--- config.mk ---
export PLATFORM = sky130hd
export DESIGN_NAME = fsktd_regs
export DESIGN_NICKNAME = d
export VERILOG_FILES = /design/src/rtl/fsktd_pkg.sv /design/src/rtl/fsktd_regs.sv
export SDC_FILE = /design/constraint.sdc
export NUM_CORES = 1
export LEC_CHECK = 0
export BUFFER_PORTS_ARGS = -buffer_cell sky130_fd_sc_hd__buf_4
export CORE_MARGIN = 5
export CORE_UTILIZATION = 51
export DETAILED_ROUTE_END_ITERATION = 8
export PLACE_DENSITY = 0.84
export REMOVE_ABC_BUFFERS = 1
export SLEW_MARGIN = 20
export SYNTH_ARGS = -nofsm -noshare
export SYNTH_HDL_FRONTEND = slang
export SYNTH_SLANG_ARGS = --single-unit
--- constraint.sdc ---
create_clock -name clk -period 3.2 [get_ports clk]
set_input_delay 0.64 -clock clk [delete_from_list [all_inputs] [get_ports clk]]
set_output_delay 0.64 -clock clk [all_outputs]
set_load 0.01 [all_outputs]
--- src/rtl/fsktd_pkg.sv ---
package fsktd_pkg;

  localparam int SYMBOL_SAMPLES    = 160;
  localparam int CARRIER_ON_LEVEL  = 60;
  localparam int CARRIER_OFF_LEVEL = 50;
  localparam int HOLD_SAMPLES      = 50;

  localparam int LINE_LEN = SYMBOL_SAMPLES + 1;
  localparam int PTR_W    = $clog2(LINE_LEN);
  localparam int HOLD_W   = 6;
  localparam int COEF_W   = 18;
  localparam int PADDR_W  = 5;

  localparam logic [PTR_W-1:0]  PTR_LAST  = PTR_W'(LINE_LEN - 1);
  localparam logic [HOLD_W-1:0] HOLD_LOAD = HOLD_W'(HOLD_SAMPLES);

  // carrier levels in Q16.16
  localparam logic [47:0] CARRIER_ON_TH  = 48'(CARRIER_ON_LEVEL) * 48'd65536;
  localparam logic [47:0] CARRIER_OFF_TH = 48'(CARRIER_OFF_LEVEL) * 48'd65536;

  // low-pass, Q2.30
  localparam logic signed [31:0] LP_B0 = 32'sd402728;
  localparam logic signed [31:0] LP_B1 = 32'sd805457;
  localparam logic signed [31:0] LP_B2 = 32'sd402728;
  localparam logic signed [31:0] LP_A1 = 32'sd2087866989;
  localparam logic signed [31:0] LP_A2 = 32'sd1015736079;

  typedef enum logic [2:0] {
    REG_SPACE_COS_STEP   = 3'd0,
    REG_SPACE_SIN_STEP   = 3'd1,
    REG_SPACE_COS_WINDOW = 3'd2,
    REG_SPACE_SIN_WINDOW = 3'd3,
    REG_MARK_COS_STEP    = 3'd4,
    REG_MARK_SIN_STEP    = 3'd5,
    REG_MARK_COS_WINDOW  = 3'd6,
    REG_MARK_SIN_WINDOW  = 3'd7
  } reg_idx_t;

  typedef struct packed {
    logic signed [COEF_W-1:0] space_cos_step;
    logic signed [COEF_W-1:0] space_sin_step;
    logic signed [COEF_W-1:0] space_cos_window;
    logic signed [COEF_W-1:0] space_sin_window;
    logic signed [COEF_W-1:0] mark_cos_step;
    logic signed [COEF_W-1:0] mark_sin_step;
    logic signed [COEF_W-1:0] mark_cos_window;
    logic signed [COEF_W-1:0] mark_sin_window;
  } coef_t;

  typedef enum logic [4:0] {
    ST_IDLE,
    ST_SP1,
    ST_SP2,
    ST_SP3,
    ST_MK1,
    ST_MK2,
    ST_MK3,
    ST_ENS,
    ST_WBM,
    ST_ENM,
    ST_EWAIT,
    ST_WBD,
    ST_LP1,
    ST_LP2,
    ST_LP3,
    ST_LWAIT,
    ST_WBL,
    ST_FIN
  } state_t;

  typedef enum logic [2:0] {
    MUL_NONE,
    MUL_RES1,
    MUL_RES2,
    MUL_RES3,
    MUL_EN,
    MUL_LP1,
    MUL_LP2,
    MUL_LP3
  } mul_op_t;

  typedef enum logic {
    TONE_SPACE,
    TONE_MARK
  } tone_t;

  typedef enum logic [2:0] {
    ACC_HOLD,
    ACC_LOAD_ADD,
    ACC_LOAD_SUB,
    ACC_ADD,
    ACC_SUB
  } acc_mode_t;

  typedef enum logic [2:0] {
    WB_NONE,
    WB_SPACE,
    WB_MARK,
    WB_DEC,
    WB_LP
  } wb_t;

  typedef struct packed {
    acc_mode_t mode_a;
    acc_mode_t mode_b;
    logic      base_x;
    logic      shift14;
  } acc_ctl_t;

  typedef struct packed {
    logic      load;
    mul_op_t   op;
    tone_t     tone;
    acc_ctl_t  acc;
    wb_t       wb;
    logic      finish;
  } dp_cmd_t;

  typedef struct packed {
    logic out_busy;
  } dp_status_t;

  function automatic logic signed [31:0] ext_coef(input logic signed [COEF_W-1:0] v);
    return 32'(v);
  endfunction

  function automatic logic signed [31:0] sat32(input logic signed [64:0] v);
    logic signed [31:0] r;
    if (v > 65'sd2147483647) begin
      r = 32'sh7FFF_FFFF;
    end else if (v < -65'sd2147483648) begin
      r = 32'sh8000_0000;
    end else begin
      r = v[31:0];
    end
    return r;
  endfunction

endpackage

--- src/rtl/fsktd_regs.sv ---
module fsktd_regs (
  input  logic                           clk,
  input  logic                           rst_n,
  input  logic                           psel,
  input  logic                           penable,
  input  logic                           pwrite,
  input  logic [fsktd_pkg::PADDR_W-1:0]  paddr,
  input  logic [31:0]                    pwdata,
  output logic [31:0]                    prdata,
  output logic                           pready,
  output fsktd_pkg::coef_t               coef_o
);

  fsktd_pkg::coef_t     coef_r;
  fsktd_pkg::reg_idx_t  idx;
  logic                 wr_en;
  logic signed [fsktd_pkg::COEF_W-1:0] wval;
  logic signed [fsktd_pkg::COEF_W-1:0] rval;

  assign pready = 1'b1;
  assign idx    = fsktd_pkg::reg_idx_t'(paddr[4:2]);
  assign wr_en  = psel & penable & pwrite & pready;
  assign wval   = pwdata[fsktd_pkg::COEF_W-1:0];
  assign coef_o = coef_r;

  always_ff @(posedge clk) begin
    if (!rst_n) begin
      coef_r <= '0;
    end else if (wr_en) begin
      case (idx)
        fsktd_pkg::REG_SPACE_COS_STEP:   coef_r.space_cos_step   <= wval;
        fsktd_pkg::REG_SPACE_SIN_STEP:   coef_r.space_sin_step   <= wval;
        fsktd_pkg::REG_SPACE_COS_WINDOW: coef_r.space_cos_window <= wval;
        fsktd_pkg::REG_SPACE_SIN_WINDOW: coef_r.space_sin_window <= wval;
        fsktd_pkg::REG_MARK_COS_STEP:    coef_r.mark_cos_step    <= wval;
        fsktd_pkg::REG_MARK_SIN_STEP:    coef_r.mark_sin_step    <= wval;
        fsktd_pkg::REG_MARK_COS_WINDOW:  coef_r.mark_cos_window  <= wval;
        fsktd_pkg::REG_MARK_SIN_WINDOW:  coef_r.mark_sin_window  <= wval;
        default: ;
      endcase
    end
  end

  always_comb begin
    case (idx)
      fsktd_pkg::REG_SPACE_COS_STEP:   rval = coef_r.space_cos_step;
      fsktd_pkg::REG_SPACE_SIN_STEP:   rval = coef_r.space_sin_step;
      fsktd_pkg::REG_SPACE_COS_WINDOW: rval = coef_r.space_cos_window;
      fsktd_pkg::REG_SPACE_SIN_WINDOW: rval = coef_r.space_sin_window;
      fsktd_pkg::REG_MARK_COS_STEP:    rval = coef_r.mark_cos_step;
      fsktd_pkg::REG_MARK_SIN_STEP:    rval = coef_r.mark_sin_step;
      fsktd_pkg::REG_MARK_COS_WINDOW:  rval = coef_r.mark_cos_window;
      fsktd_pkg::REG_MARK_SIN_WINDOW:  rval = coef_r.mark_sin_window;
      default:                         rval = '0;
    endcase
  end

  assign prdata = fsktd_pkg::ext_coef(rval);

endmodule

=== Word-level counts from Yosys, hierarchy flattened ===
Cells that the tools add are included.

* Flip-flop bits (word level): 144
* Latch bits: 0
* Memory bits (writable): 0
* Memory bits (read-only): 0
* Input port bits: 42
* Output and inout bits: 177
* Word-level logic and storage cells: 27
* Memories kept: 0

* Add/sub/neg operators: 0
* Multiply operators: 0
* Divide/modulo/power cells: 0
* Order comparisons: 0
* Equal/unequal tests: 7
* Shift-type cells: 0
* Multiplexer cells: 1
* Bitwise operators: 2
* Reduce and logical (&&, ||, !) cells: 9

{| class="wikitable"
|+ Operator list
! kind !! count
|-
| 18-bit one-hot mux with 8 select lines || 1
|-
| 2-bit AND reduction || 8
|-
| 3-bit equality test, second input constant || 4
|-
| 3-bit by 2-bit equality test with 1-bit output, second input constant || 2
|-
| 3-bit by 1-bit equality test with 1-bit output, second input constant || 1
|-
| 3-bit logical NOT || 1
|-
| 1-bit bitwise AND || 2
|}

=== Logic depth before layout (Yosys ltp) ===
* Depth after elaboration: 3
* Gate-level depth with buffers: 8

=== Least setup slack after synthesis ===
No wires, ideal clock.

* Kind: in2out
* Start point: in paddr[3] (netlist bit)
* End point: out prdata[18]
* Data arrival time: 2.387 ns
* Path slack: 0.173 ns
* Cell stages on the path: 8
* Path buffers: 4
* Path through: buf_6 -> nor2b_1 -> buf_2 -> buf_2 -> a221oi_1 -> a221oi_1 -> nor2_1 -> buf_4

* Word-level cells in the longest chain between the ends: 2
* Elaborated cells between the ends (all ways): 9

{| class="wikitable"
|+ Ends and longest elaborated chain
! element !! RTL line !! text
|-
| start, declared || fsktd_regs.sv:7 || <nowiki>input logic [fsktd_pkg::PADDR_W-1:0] paddr,</nowiki>
|-
| 3-bit equality test, or another cell as far along || fsktd_regs.sv:45 || <nowiki>case (idx)</nowiki>
|-
| 18-bit one-hot mux with 8 select lines * || fsktd_regs.sv:45 ||
|-
| end, declared || fsktd_regs.sv:9 || <nowiki>output logic [31:0] prdata,</nowiki>
|}

Every way passes the cells marked *; elsewhere a longest branch is shown, timed or not.

=== Worst setup path in the final report ===
* Start point: in paddr[3] (netlist bit)
* End point: out prdata[8]

Same word-level chain as after synthesis.

==> metrics.cfg <==
[synthesis]
synth_seq_cells=144
netlist_instances=856
ys_types=30
ys_seq_area_share_pct=41.86
avgSynthCellArea_um2=8.045
synth_top_area_share_pct=41.86
ys_warn_count=0
yosysTopAreaCell=dfxtp_1
synth_area_leaders=dfxtp_1 42%, nand2_1 16%, a21boi_0 11%
netlist_area_mm2=0.006887

[floorplan]
die-area_mm2=0.01593
die_height_um=126.2
rows=42
initial_core_util_pct=52.00
pin_count=219
die_x_um=126.2
design.core.area_mm2=0.01324

[clock_tree]
cts_buffers=17
cts.htree.levels=4
clk_pin_slew_ns=0.06
cts.sinks=144
clkLatencyLatePin_ns=0.42
cts-root-buf=clkbuf_16
clockBufferDepth=2
cts_tree=built

[finish]
area_delta_synth_final_pct=29.22
regArea_mm2=0.002883
largest_register_ffs=144
fillers=1124
nNetsFinal=1047
antenna_cells=0
multi_input_area_mm2=0.003418
layout-drive-gt1-share_pct=28.22

[route]
vias_per_cell=5.677
drt_iter0_markers=754
drtAntennaViolNets=0
drc_errors=0
num_vias=6773
dr.pass1.iters=5
wirelength_um=22990
wl_per_cell_um=19.27

[worst_hold_path]
worstHoldEndpoint=coef_o[51]
min_path_type=register to register
min-delay-start=coef_o[51]
hold_path_depth=2

[grt]
antenna_found_initial=0
grt_pass1_vias=6608
grt_max_degree=75
overflow=0
grt_pass1_wl_um=36060
track_usage_pct=28.42

[critical_path]
path_buf_inv=4
crit_family=buffers and inverters
endpoint_kind=output pin
regToRegEndpoint=coef_o[65]
crit_path_top_delay_cell=mux2_2
worst-path-max-fanout=11
cpMostUsedCell=buf_4
r2r_setup_slack_ns=2.45
cpPeakStageDelay_ns=0.34
reg2reg_depth=2
cp.arrival_ns=2.38
required_ns=2.56
crit_chain=buf_4, buf_4, buf_4, mux2_2, a22o_1, a221oi_1, nor2_1, buf_4
setup.worst_path.start_class=input pin
r2r_start=coef_o[65]
criticalPathCategory=input pin to output pin

[sta]
clock_skew_ns=0
post-route-min-period_ns=3.025
hold_violations=0
finalSetupTns_ns=0
max-slew-margin-rel_pct=39.39
setup_slack_ns=0.1754
worst_pin_slew_ns=0.9092
setup_violations=0
final-max-slew-violation-count=0
period_share_pct=94.52
rsz0062_at_grt=false
max_freq_mhz=330.6

[placement]
gp_congestion=0.8557
io_buffers=201
place_hpwl_um=15220
dpl_worst_slack_ns=0.1625

[pwr]
p_leak_nw=3.565
vdd_drop_max_v=0.0003076
p_per_area_mw_per_mm2=460.0

[run_status]
status=complete, no violations

[job]
drv_cap=0

cell type report:
| cell class | instances | share of cell area (%) |
|---|---|---|
| Clock buffer | 25 | 5.568 |
| Multi-Input combinational cell | 598 | 38.41 |
| Clock inverter | 6 | 0.8999 |
| Tap cell | 176 | 2.475 |
| Timing Repair Buffer | 226 | 19.49 |
| Inverter | 18 | 0.7593 |
| Sequential cell | 144 | 32.40 |
synth_stat cells, drive strengths merged:
library cell,count
mux2,15
conb,1
or2,6
clkbuf,27
and2,1
a221oi,32
nor3,2
nor2b,2
nand2,294
a31oi,1
a21oi,7
mux2i,15
o22ai,1
nand4,1
nand2b,6
a21boi,144
a32oi,3
a22o,17
nand4b,1
nand3b,6
buf,69
nor2,40
dfxtp,144
inv,18
or3,3
tightest hold or removal path: cells and delay by family, from the launching register on:
kind / cells / cell delay, ns
flip-flops: 1 / 0.32
AND/OR/NAND/NOR: 1 / 0.06
AO/OA/AOI/OAI: 1 / 0.05
report_power, final:
group          leakage (nW)  switching, W  internal [W]
clock network         0.287      0.000727       0.00122
logic                  2.12      0.000191      0.000137
registers              1.16     0.0000118       0.00181
total                  3.57      0.000930       0.00316
cell families (layout without fill, tap and decap cells):
group	count (synthesis)	after routing	share of synthesized area [%]
AOI/OAI and AO/OA	205	205	23.00
buffers and inverters	114	275	8.612
DFF	144	144	41.86
muxes	30	30	4.633
other	1	1	0.05445
and+or+nand+nor	362	362	21.84
layout by cell type (no fill, tap or decap), types with 2 or more instances in the layout:
master	instances
nor2_1	32
or2_2	6
nand2_1	294
a21boi_1	39
a221oi_1	32
clkbuf_16	17
a21boi_0	105
buf_4	223
a21oi_1	7
clkbuf_1	4
a22o_1	17
or3_1	3
bufinv_16	2
mux2_2	15
clkbuf_8	4
nor3_4	2
nand3b_1	6
nand2b_1	6
mux2i_1	15
buf_12	3
clkinv_2	4
nor2_2	8
inv_1	18
a32oi_1	3
dfxtp_1	144
stage by stage:
stage / hold WS (ns) / power (W) / instance area (um2) / util (%) / cells
after global placement: 0.4605 / 0.002177 / 8320 / 62.83 / 1162
after floorplan: 0.4880 / 0.001971 / 6361 / - / 760
after CTS: 0.4737 / 0.004100 / 8896 / 67.18 / 1193
final: 0.4727 / 0.004094 / 8899 / 67.20 / 1193
after detailed placement: 0.4645 / 0.002180 / 8320 / 62.83 / 1162
after global routing: 0.4898 / 0.004204 / 8899 / 67.20 / 1193
worst max-delay path by stage:
stage | from | endpoint | slack, ns | depth (start not counted)
2_1_floorplan | paddr[3] | prdata[17] | -1.27 | 4
3_3_place_gp | paddr[3] | prdata[31] | 0.20 | 7
3_5_place_dp | paddr[3] | prdata[19] | 0.16 | 7
4_1_cts | paddr[3] | prdata[19] | 0.15 | 7
5_1_grt | paddr[3] | prdata[8] | 0.17 | 8
6_report | paddr[3] | prdata[8] | 0.18 | 8
what timing repair did:
action                     CTS  global route
buffers inserted             0             0
setup endpoints to repair    0            15
hold buffers                 0             0
resized for setup            0             1
per-layer routing:
layer / share of wire, % / vias to the layer above / GRT usage [%]
li1: - / 3142 / -
met5: 0 / - / 0
met2: 47 / 381 / 45.82
met4: 2.8 / 0 / 10.85
met1: 40 / 3192 / 36.43
met3: 9.9 / 58 / 7.705
Note: power is estimated with default switching activity, not from simulation.
