<file path="src/rtl/fsktd_pkg.sv">
package fsktd_pkg;

  localparam int SYMBOL_SAMPLES    = 160;
  localparam int CARRIER_ON_LEVEL  = 60;
  localparam int CARRIER_OFF_LEVEL = 50;
  localparam int HOLD_SAMPLES      = 50;

  localparam int LINE_LEN = SYMBOL_SAMPLES + 1;
  localparam int PTR_W    = $clog2(LINE_LEN);
  localparam int HOLD_W   = 6;
  localparam int COEF_W   = 18;
  localparam int PADDR_W  = 5;

  localparam logic [PTR_W-1:0]  PTR_LAST  = PTR_W'(LINE_LEN - 1);
  localparam logic [HOLD_W-1:0] HOLD_LOAD = HOLD_W'(HOLD_SAMPLES);

  // carrier levels in Q16.16
  localparam logic [47:0] CARRIER_ON_TH  = 48'(CARRIER_ON_LEVEL) * 48'd65536;
  localparam logic [47:0] CARRIER_OFF_TH = 48'(CARRIER_OFF_LEVEL) * 48'd65536;

  // low-pass, Q2.30
  localparam logic signed [31:0] LP_B0 = 32'sd402728;
  localparam logic signed [31:0] LP_B1 = 32'sd805457;
  localparam logic signed [31:0] LP_B2 = 32'sd402728;
  localparam logic signed [31:0] LP_A1 = 32'sd2087866989;
  localparam logic signed [31:0] LP_A2 = 32'sd1015736079;

  typedef enum logic [2:0] {
    REG_SPACE_COS_STEP   = 3'd0,
    REG_SPACE_SIN_STEP   = 3'd1,
    REG_SPACE_COS_WINDOW = 3'd2,
    REG_SPACE_SIN_WINDOW = 3'd3,
    REG_MARK_COS_STEP    = 3'd4,
    REG_MARK_SIN_STEP    = 3'd5,
    REG_MARK_COS_WINDOW  = 3'd6,
    REG_MARK_SIN_WINDOW  = 3'd7
  } reg_idx_t;

  typedef struct packed {
    logic signed [COEF_W-1:0] space_cos_step;
    logic signed [COEF_W-1:0] space_sin_step;
    logic signed [COEF_W-1:0] space_cos_window;
    logic signed [COEF_W-1:0] space_sin_window;
    logic signed [COEF_W-1:0] mark_cos_step;
    logic signed [COEF_W-1:0] mark_sin_step;
    logic signed [COEF_W-1:0] mark_cos_window;
    logic signed [COEF_W-1:0] mark_sin_window;
  } coef_t;

  typedef enum logic [4:0] {
    ST_IDLE,
    ST_SP1,
    ST_SP2,
    ST_SP3,
    ST_MK1,
    ST_MK2,
    ST_MK3,
    ST_ENS,
    ST_WBM,
    ST_ENM,
    ST_EWAIT,
    ST_WBD,
    ST_LP1,
    ST_LP2,
    ST_LP3,
    ST_LWAIT,
    ST_WBL,
    ST_FIN
  } state_t;

  typedef enum logic [2:0] {
    MUL_NONE,
    MUL_RES1,
    MUL_RES2,
    MUL_RES3,
    MUL_EN,
    MUL_LP1,
    MUL_LP2,
    MUL_LP3
  } mul_op_t;

  typedef enum logic {
    TONE_SPACE,
    TONE_MARK
  } tone_t;

  typedef enum logic [2:0] {
    ACC_HOLD,
    ACC_LOAD_ADD,
    ACC_LOAD_SUB,
    ACC_ADD,
    ACC_SUB
  } acc_mode_t;

  typedef enum logic [2:0] {
    WB_NONE,
    WB_SPACE,
    WB_MARK,
    WB_DEC,
    WB_LP
  } wb_t;

  typedef struct packed {
    acc_mode_t mode_a;
    acc_mode_t mode_b;
    logic      base_x;
    logic      shift14;
  } acc_ctl_t;

  typedef struct packed {
    logic      load;
    mul_op_t   op;
    tone_t     tone;
    acc_ctl_t  acc;
    wb_t       wb;
    logic      finish;
  } dp_cmd_t;

  typedef struct packed {
    logic out_busy;
  } dp_status_t;

  function automatic logic signed [31:0] ext_coef(input logic signed [COEF_W-1:0] v);
    return 32'(v);
  endfunction

  function automatic logic signed [31:0] sat32(input logic signed [64:0] v);
    logic signed [31:0] r;
    if (v > 65'sd2147483647) begin
      r = 32'sh7FFF_FFFF;
    end else if (v < -65'sd2147483648) begin
      r = 32'sh8000_0000;
    end else begin
      r = v[31:0];
    end
    return r;
  endfunction

endpackage

</file>
<file path="src/rtl/fsktd_ctrl.sv">
module fsktd_ctrl (
  input  logic                  clk,
  input  logic                  rst_n,
  input  logic                  in_valid,
  output logic                  in_ready,
  input  fsktd_pkg::dp_status_t status_i,
  output fsktd_pkg::dp_cmd_t    cmd_o
);

  fsktd_pkg::state_t state_r, state_nxt;

  always_ff @(posedge clk) begin
    if (!rst_n) begin
      state_r <= fsktd_pkg::ST_IDLE;
    end else begin
      state_r <= state_nxt;
    end
  end

  always_comb begin
    case (state_r)
      fsktd_pkg::ST_IDLE:  state_nxt = in_valid ? fsktd_pkg::ST_SP1 : fsktd_pkg::ST_IDLE;
      fsktd_pkg::ST_SP1:   state_nxt = fsktd_pkg::ST_SP2;
      fsktd_pkg::ST_SP2:   state_nxt = fsktd_pkg::ST_SP3;
      fsktd_pkg::ST_SP3:   state_nxt = fsktd_pkg::ST_MK1;
      fsktd_pkg::ST_MK1:   state_nxt = fsktd_pkg::ST_MK2;
      fsktd_pkg::ST_MK2:   state_nxt = fsktd_pkg::ST_MK3;
      fsktd_pkg::ST_MK3:   state_nxt = fsktd_pkg::ST_ENS;
      fsktd_pkg::ST_ENS:   state_nxt = fsktd_pkg::ST_WBM;
      fsktd_pkg::ST_WBM:   state_nxt = fsktd_pkg::ST_ENM;
      fsktd_pkg::ST_ENM:   state_nxt = fsktd_pkg::ST_EWAIT;
      fsktd_pkg::ST_EWAIT: state_nxt = fsktd_pkg::ST_WBD;
      fsktd_pkg::ST_WBD:   state_nxt = fsktd_pkg::ST_LP1;
      fsktd_pkg::ST_LP1:   state_nxt = fsktd_pkg::ST_LP2;
      fsktd_pkg::ST_LP2:   state_nxt = fsktd_pkg::ST_LP3;
      fsktd_pkg::ST_LP3:   state_nxt = fsktd_pkg::ST_LWAIT;
      fsktd_pkg::ST_LWAIT: state_nxt = fsktd_pkg::ST_WBL;
      fsktd_pkg::ST_WBL:   state_nxt = fsktd_pkg::ST_FIN;
      fsktd_pkg::ST_FIN: begin
        state_nxt = status_i.out_busy ? fsktd_pkg::ST_FIN : fsktd_pkg::ST_IDLE;
      end
      default:             state_nxt = fsktd_pkg::ST_IDLE;
    endcase
  end

  // products and accumulate controls are registered before accumulation
  always_comb begin
    in_ready           = 1'b0;
    cmd_o              = '0;
    cmd_o.op           = fsktd_pkg::MUL_NONE;
    cmd_o.tone         = fsktd_pkg::TONE_SPACE;
    cmd_o.acc.mode_a   = fsktd_pkg::ACC_HOLD;
    cmd_o.acc.mode_b   = fsktd_pkg::ACC_HOLD;
    cmd_o.wb           = fsktd_pkg::WB_NONE;
    case (state_r)
      fsktd_pkg::ST_IDLE: begin
        in_ready   = 1'b1;
        cmd_o.load = in_valid;
      end
      fsktd_pkg::ST_SP1, fsktd_pkg::ST_MK1: begin
        cmd_o.op           = fsktd_pkg::MUL_RES1;
        cmd_o.tone         = (state_r == fsktd_pkg::ST_MK1) ? fsktd_pkg::TONE_MARK
                                                            : fsktd_pkg::TONE_SPACE;
        cmd_o.acc.mode_a   = fsktd_pkg::ACC_LOAD_SUB;
        cmd_o.acc.mode_b   = fsktd_pkg::ACC_LOAD_SUB;
        cmd_o.acc.base_x   = 1'b1;
      end
      fsktd_pkg::ST_SP2, fsktd_pkg::ST_MK2: begin
        cmd_o.op           = fsktd_pkg::MUL_RES2;
        cmd_o.tone         = (state_r == fsktd_pkg::ST_MK2) ? fsktd_pkg::TONE_MARK
                                                            : fsktd_pkg::TONE_SPACE;
        cmd_o.acc.mode_a   = fsktd_pkg::ACC_ADD;
        cmd_o.acc.mode_b   = fsktd_pkg::ACC_ADD;
        cmd_o.wb           = (state_r == fsktd_pkg::ST_MK2) ? fsktd_pkg::WB_SPACE
                                                            : fsktd_pkg::WB_NONE;
      end
      fsktd_pkg::ST_SP3, fsktd_pkg::ST_MK3: begin
        cmd_o.op           = fsktd_pkg::MUL_RES3;
        cmd_o.tone         = (state_r == fsktd_pkg::ST_MK3) ? fsktd_pkg::TONE_MARK
                                                            : fsktd_pkg::TONE_SPACE;
        cmd_o.acc.mode_a   = fsktd_pkg::ACC_SUB;
        cmd_o.acc.mode_b   = fsktd_pkg::ACC_ADD;
      end
      fsktd_pkg::ST_ENS: begin
        cmd_o.op           = fsktd_pkg::MUL_EN;
        cmd_o.tone         = fsktd_pkg::TONE_SPACE;
        cmd_o.acc.mode_a   = fsktd_pkg::ACC_LOAD_SUB;
        cmd_o.acc.mode_b   = fsktd_pkg::ACC_LOAD_SUB;
        cmd_o.acc.shift14  = 1'b1;
      end
      fsktd_pkg::ST_WBM: begin
        cmd_o.wb           = fsktd_pkg::WB_MARK;
      end
      fsktd_pkg::ST_ENM: begin
        cmd_o.op           = fsktd_pkg::MUL_EN;
        cmd_o.tone         = fsktd_pkg::TONE_MARK;
        cmd_o.acc.mode_a   = fsktd_pkg::ACC_ADD;
        cmd_o.acc.mode_b   = fsktd_pkg::ACC_ADD;
        cmd_o.acc.shift14  = 1'b1;
      end
      fsktd_pkg::ST_EWAIT: ;
      fsktd_pkg::ST_WBD: begin
        cmd_o.wb           = fsktd_pkg::WB_DEC;
      end
      fsktd_pkg::ST_LP1: begin
        cmd_o.op           = fsktd_pkg::MUL_LP1;
        cmd_o.acc.mode_a   = fsktd_pkg::ACC_LOAD_ADD;
        cmd_o.acc.mode_b   = fsktd_pkg::ACC_LOAD_ADD;
      end
      fsktd_pkg::ST_LP2: begin
        cmd_o.op           = fsktd_pkg::MUL_LP2;
        cmd_o.acc.mode_a   = fsktd_pkg::ACC_ADD;
        cmd_o.acc.mode_b   = fsktd_pkg::ACC_SUB;
      end
      fsktd_pkg::ST_LP3: begin
        cmd_o.op           = fsktd_pkg::MUL_LP3;
        cmd_o.acc.mode_a   = fsktd_pkg::ACC_ADD;
        cmd_o.acc.mode_b   = fsktd_pkg::ACC_HOLD;
      end
      fsktd_pkg::ST_LWAIT: ;
      fsktd_pkg::ST_WBL: begin
        cmd_o.wb           = fsktd_pkg::WB_LP;
      end
      fsktd_pkg::ST_FIN: begin
        cmd_o.finish       = !status_i.out_busy;
      end
      default: ;
    endcase
  end

endmodule

</file>
<file path="config.mk">
export PLATFORM = sky130hd
export DESIGN_NAME = fsktd_ctrl
export DESIGN_NICKNAME = d
export VERILOG_FILES = /design/src/rtl/fsktd_pkg.sv /design/src/rtl/fsktd_ctrl.sv
export SDC_FILE = /design/constraint.sdc
export NUM_CORES = 1
export LEC_CHECK = 0
export ABC_CLOCK_PERIOD_IN_PS = 1500
export BUFFER_PORTS_ARGS = -buffer_cell sky130_fd_sc_hd__buf_4
export CORE_AREA = 5 5 42 44
export CTS_CLUSTER_DIAMETER = 200
export CTS_CLUSTER_SIZE = 16
export DETAILED_ROUTE_END_ITERATION = 10
export DIE_AREA = 0 0 47 49
export GPL_ROUTABILITY_DRIVEN = 0
export MAX_ROUTING_LAYER = met4
export PLACE_DENSITY_LB_ADDON = 0.25
export SYNTH_ARGS = -nofsm -noshare
export SYNTH_HDL_FRONTEND = slang
export SYNTH_SLANG_ARGS = --single-unit
</file>
<file path="constraint.sdc">
create_clock -name clk -period 1.5 [get_ports clk]
set_input_delay 0.15 -clock clk [delete_from_list [all_inputs] [get_ports clk]]
set_output_delay 0.15 -clock clk [all_outputs]
set_load 0.005 [all_outputs]
</file>
### Yosys cells after proc, flatten, opt, wreduce, memory -nomap -nowiden

Cells that the tools add are included.

| operators by class | value |
|---|---|
| $add $sub $neg | 0 |
| $mul | 0 |
| div/mod/pow operators | 0 |
| $lt $le $gt $ge | 0 |
| eq/ne operators | 17 |
| shifts and indexed selects | 0 |
| muxes and demuxes | 16 |
| bitwise gates (word level) | 0 |
| reduce and logical (&&, ||, !) cells | 8 |

Operators by type and width:

| operator | count |
|---|---|
| $pmux W5 S18 | 1 |
| $eq A5 B4 Y1 const B | 8 |
| $pmux W6 S6 | 1 |
| $pmux W3 S7 | 1 |
| $eq A5 B3 Y1 const B | 4 |
| $pmux W3 S4 | 1 |
| $eq A5 B2 Y1 const B | 2 |
| $eq A5 B5 Y1 const B | 2 |
| $mux W1 | 10 |
| $reduce_or A2 Y1 | 4 |
| $reduce_or A3 Y1 | 2 |
| $eq A5 B1 Y1 const B | 1 |
| $logic_not A5 Y1 | 1 |
| $mux W5 | 1 |
| $pmux W1 S4 | 1 |
| $logic_not A1 Y1 | 1 |

| word-level totals | value |
|---|---|
| bits in registers | 5 |
| latch bits | 0 |
| memory bits (writable) | 0 |
| memory bits (read-only) | 0 |
| input port bits | 4 |
| output and inout port bits | 18 |
| memories kept | 0 |

### Longest topological paths before layout

| depth | value |
|---|---|
| word-level depth | 3 |
| gate-level depth with buffers | 5 |

### Worst setup path before layout

OpenSTA, ideal clock, no wires.

| timing path | value |
|---|---|
| path type | register to register |
| from | register state_r[1] |
| to | register state_r[0] |
| library setup time | 0.120 ns |
| arrival time | 1.173 ns |
| path slack | 0.207 ns |
| cell stages (with the launch flop) | 5 |
| path buffers | 1 |
| cells stage by stage | dfxtp_1 -> buf_6 -> or3_4 -> a22o_1 -> o31a_1 |

| on the way | value |
|---|---|
| word-level cells in the longest chain between the ends | 2 |
| elaborated cells between the ends (all ways) | 19 |

RTL lines:

| element | RTL line | text |
|---|---|---|
| from (decl) | fsktd_ctrl.sv:10 | `fsktd_pkg::state_t state_r, state_nxt;` |
| from (signal assigned) | fsktd_ctrl.sv:14 | `state_r <= fsktd_pkg::ST_IDLE;` |
| from (signal assigned) | fsktd_ctrl.sv:16 | `state_r <= state_nxt;` |
| $eq A5 B5 Y1, or another cell as far along | fsktd_ctrl.sv:21 | `case (state_r)` |
| $pmux W5 S18 (*) | fsktd_ctrl.sv:21 |  |

Every way passes the cells marked *; elsewhere a longest branch is shown, timed or not.
A chain may end at the register's enable or synchronous reset.

==> impl_metrics.csv <==
group,metric,value,unit
synthesis,synth_seq_area_share,18.14,%
worst_setup_path,rrSetupSlack,100,ps
synthesis,synth_nets,87,
floorplanning,die_area,2303,sq um
worst_hold_path,hold_path_depth,2,
cells_and_area,largest_reg_flops,5,
worst_hold_path,min_path_type,"input port to flip-flop",
grt,grt_pass1_wl,2.773,mm
cells_and_area,area_growth,71.43,%
detailed_routing,avgRoutedWirePerCell,13.77,microns
placed_design,place_area,764.5,sq um
floorplanning,coreArea,1401,sq um
sta,max_clock_freq,0.6370,GHz
cells_and_area,biggestRegsByFlops,"state_r x5",
placed_design,io_buffers,21,
cells_and_area,final_common_cell,"buf_4",
synthesis,synthesis.area,551.8,sq um
worst_hold_path,min_to,"state_r[4]$_SDFF_PN0_",
worst_hold_path,hp-start,"rst_n",
worst_setup_path,worstPathRequired,1350,ps
detailed_routing,drc,0,
run_status,status,"complete, but fails checks",
worst_setup_path,r2r-end,"state_r[0]$_SDFF_PN0_",
pwr,p_leak,0.4281,nW
grt,grt_max_degree,10,
worst_setup_path,worst_setup_path_start_kind,"flip-flop",
sta,period_share,104.7,%
synthesis,yosys.area.top_type,"dfxtp_1",
synthesis,synth.top_cell.area_share,18.14,%
detailed_routing,ant_nets,0,
sta,slew_headroom,78.57,%
clock_tree,clock-sinks,5,
synthesis,synth_cell_types,31,
synthesis,ys_seq_elements,5,
detailed_routing,first_iter_violations,16,
detailed_routing,viasPerCell,5.455,
synthesis,syn_inst,83,
clock_tree,ctsRootBufferMaster,"clkbuf_4",
worst_setup_path,reg2reg_from,"state_r[2]$_SDFF_PN0_",
clock_tree,clockBufferDepth,2,
grt,grt_overflow,0,
sta,clock_skew,5.051,ps
cells_and_area,finalNetCount,121,
cells_and_area,layout_common_cells,"33 x buf_4, 10 x nor2_1, 6 x nand2_1, 5 x a21oi_1",
pwr,powerDensity,1008,nW/um^2
pwr,ir_worst_vdd,616.6,uV
detailed_routing,routed_wl,1.818,mm
sta,worst_slew_pin_slew,318.8,ps
synthesis,yosysWarnings,0,
detailed_routing,vias,720,
worst_setup_path,critPathArrivalTime,1420,ps
sta,setup_ws,-69.78,ps
grt,antenna_found_initial,0,
floorplanning,die_h,49,microns
clock_tree,clk_latency,250,ps
worst_setup_path,path_class,"flip-flop to primary output",
cells_and_area,drive_above_1_share,55.17,%
cells_and_area,diodes,0,
clock_tree,clkTransAtPathRegs,50,ps
floorplanning,die_w,47,microns
synthesis,syn_avg_cell_area,6.648,sq um
worst_setup_path,cp_max_fo,9,
grt,gr-usage-all-layers,16.40,%
run_status,failed_checks,"negative setup slack",
clock_tree,numCtsBuffers,3,
worst_setup_path,r2r_cells,4,
sta,period_needed,1570,ps
clock_tree,htree_levels,1,
flow_run,drv_cap,0,
cells_and_area,layout.core_utilization,67.50,%
placed_design,hpwl,1.204,mm
sta,hold_viol,0,
detailed_routing,drt_pass1_iterations,4,
cells_and_area,finish.instance_area,945.9,sq um
floorplanning,ios,22,
floorplanning,rows,14,
grt,grt_pass1_vias,674,
sta,setup_viol,4,
sta,drv_slew,0,
floorplanning,start_util,39.37,%
synthesis,ys_top_cells_by_area,"dfxtp_1 18%, nor2_1 8.2%, a21oi_1 6.3%, xor2_1 6.3%, o21ai_0 5.4%",
worst_setup_path,end_kind,"primary output",
cells_and_area,top_register,"state_r",
sta,rsz0062_at_grt,"yes",
clock_tree,cts_tree,"done",
==> how the worst max path moves through the flow <==
stage	to	start	cells after the start
after detailed placement	cmd_o[11]	state_r[2]$_SDFF_PN0_	5
after floorplan	state_r[0]$_SDFF_PN0_	state_r[1]$_SDFF_PN0_	4
final	cmd_o[0]	state_r[1]$_SDFF_PN0_	3
after CTS	cmd_o[0]	state_r[1]$_SDFF_PN0_	3
after global placement	cmd_o[11]	state_r[2]$_SDFF_PN0_	5
after global routing	cmd_o[0]	state_r[1]$_SDFF_PN0_	3
==> cells by family (layout without fill, tap and decap cells) <==
family / Yosys count / count (layout) / synth area share [%]
buffers and inverters: 12 / 45 / 11.34
AO/OA/AOI/OAI: 22 / 22 / 25.17
flip-flops: 5 / 5 / 18.14
XOR/XNOR: 4 / 4 / 6.349
AND/OR/NAND/NOR: 40 / 40 / 39.00
==> power by group <==
part           leakage [nW]  total (mW)  internal, mW  switching (mW)
clock network        0.0150       0.164         0.101          0.0630
logic                 0.369       0.598         0.326           0.272
registers            0.0438       0.192         0.155          0.0368
total                 0.428       0.954         0.583           0.371
==> metrics by stage <==
stage | hold slack (ps) | total power, mW | setup slack, ps | setup TNS [ps] | instances
after floorplan | 267.5 | 0.4633 | 207.0 | 0 | 83
after global placement | 384.1 | 0.6889 | 40.28 | 0 | 123
after detailed placement | 389.5 | 0.6959 | 6.450 | 0 | 123
after CTS | 130.8 | 0.9100 | -79.30 | -109.3 | 130
after global routing | 134.8 | 1.026 | -131.6 | -458.0 | 132
final | 142.2 | 0.9539 | -69.78 | -156.8 | 132
==> repair_timing <==
item / 4_1_cts / 5_1_grt
setup endpoints to repair: 17 / 15
pin swaps: 2 / 5
hold buffers: 0 / 0
gates resized for setup: 22 / 15
buffers inserted: 3 / 2
==> layer usage <==
layer | vias to the layer above | GRT usage (%) | part of all wire, %
met2 | 29 | 22.17 | 49
li1 | 354 | - | -
met4 | 0 | 12.44 | 1.2
met1 | 335 | 21.59 | 45
met5 | - | - | 0
met3 | 2 | 1.476 | 5.3
==> cell type report <==
cell class / instances / area [sq um]
clock buffers: 4 / 26.28
fillers: 131 / 455.4
inverters: 4 / 18.77
multi-input cells: 66 / 465.4
flip-flops and latches: 5 / 113.9
well taps: 16 / 20.02
repair buffers: 37 / 301.5
==> synth_stat cells, drive strengths merged <==
cell type / count
a211oi: 1
a21oi: 7
a22o: 1
a31oi: 2
and2: 2
and3: 2
and3b: 1
buf: 7
clkbuf: 1
dfxtp: 5
inv: 4
nand2: 6
nand2b: 1
nand3: 2
nand3b: 1
nor2: 12
nor2b: 4
nor3: 4
nor3b: 1
nor4: 1
o2111a: 1
o21a: 2
o21ai: 6
o311a: 1
o31a: 1
or3: 2
or4b: 1
xor2: 4
==> worst max-delay path: stages (launching register included) <==
cell,delay (ps)
dfxtp_4,370
or4b_4,560
nor3_2,110
buf_4,130
(Power assumes the default switching activity.)
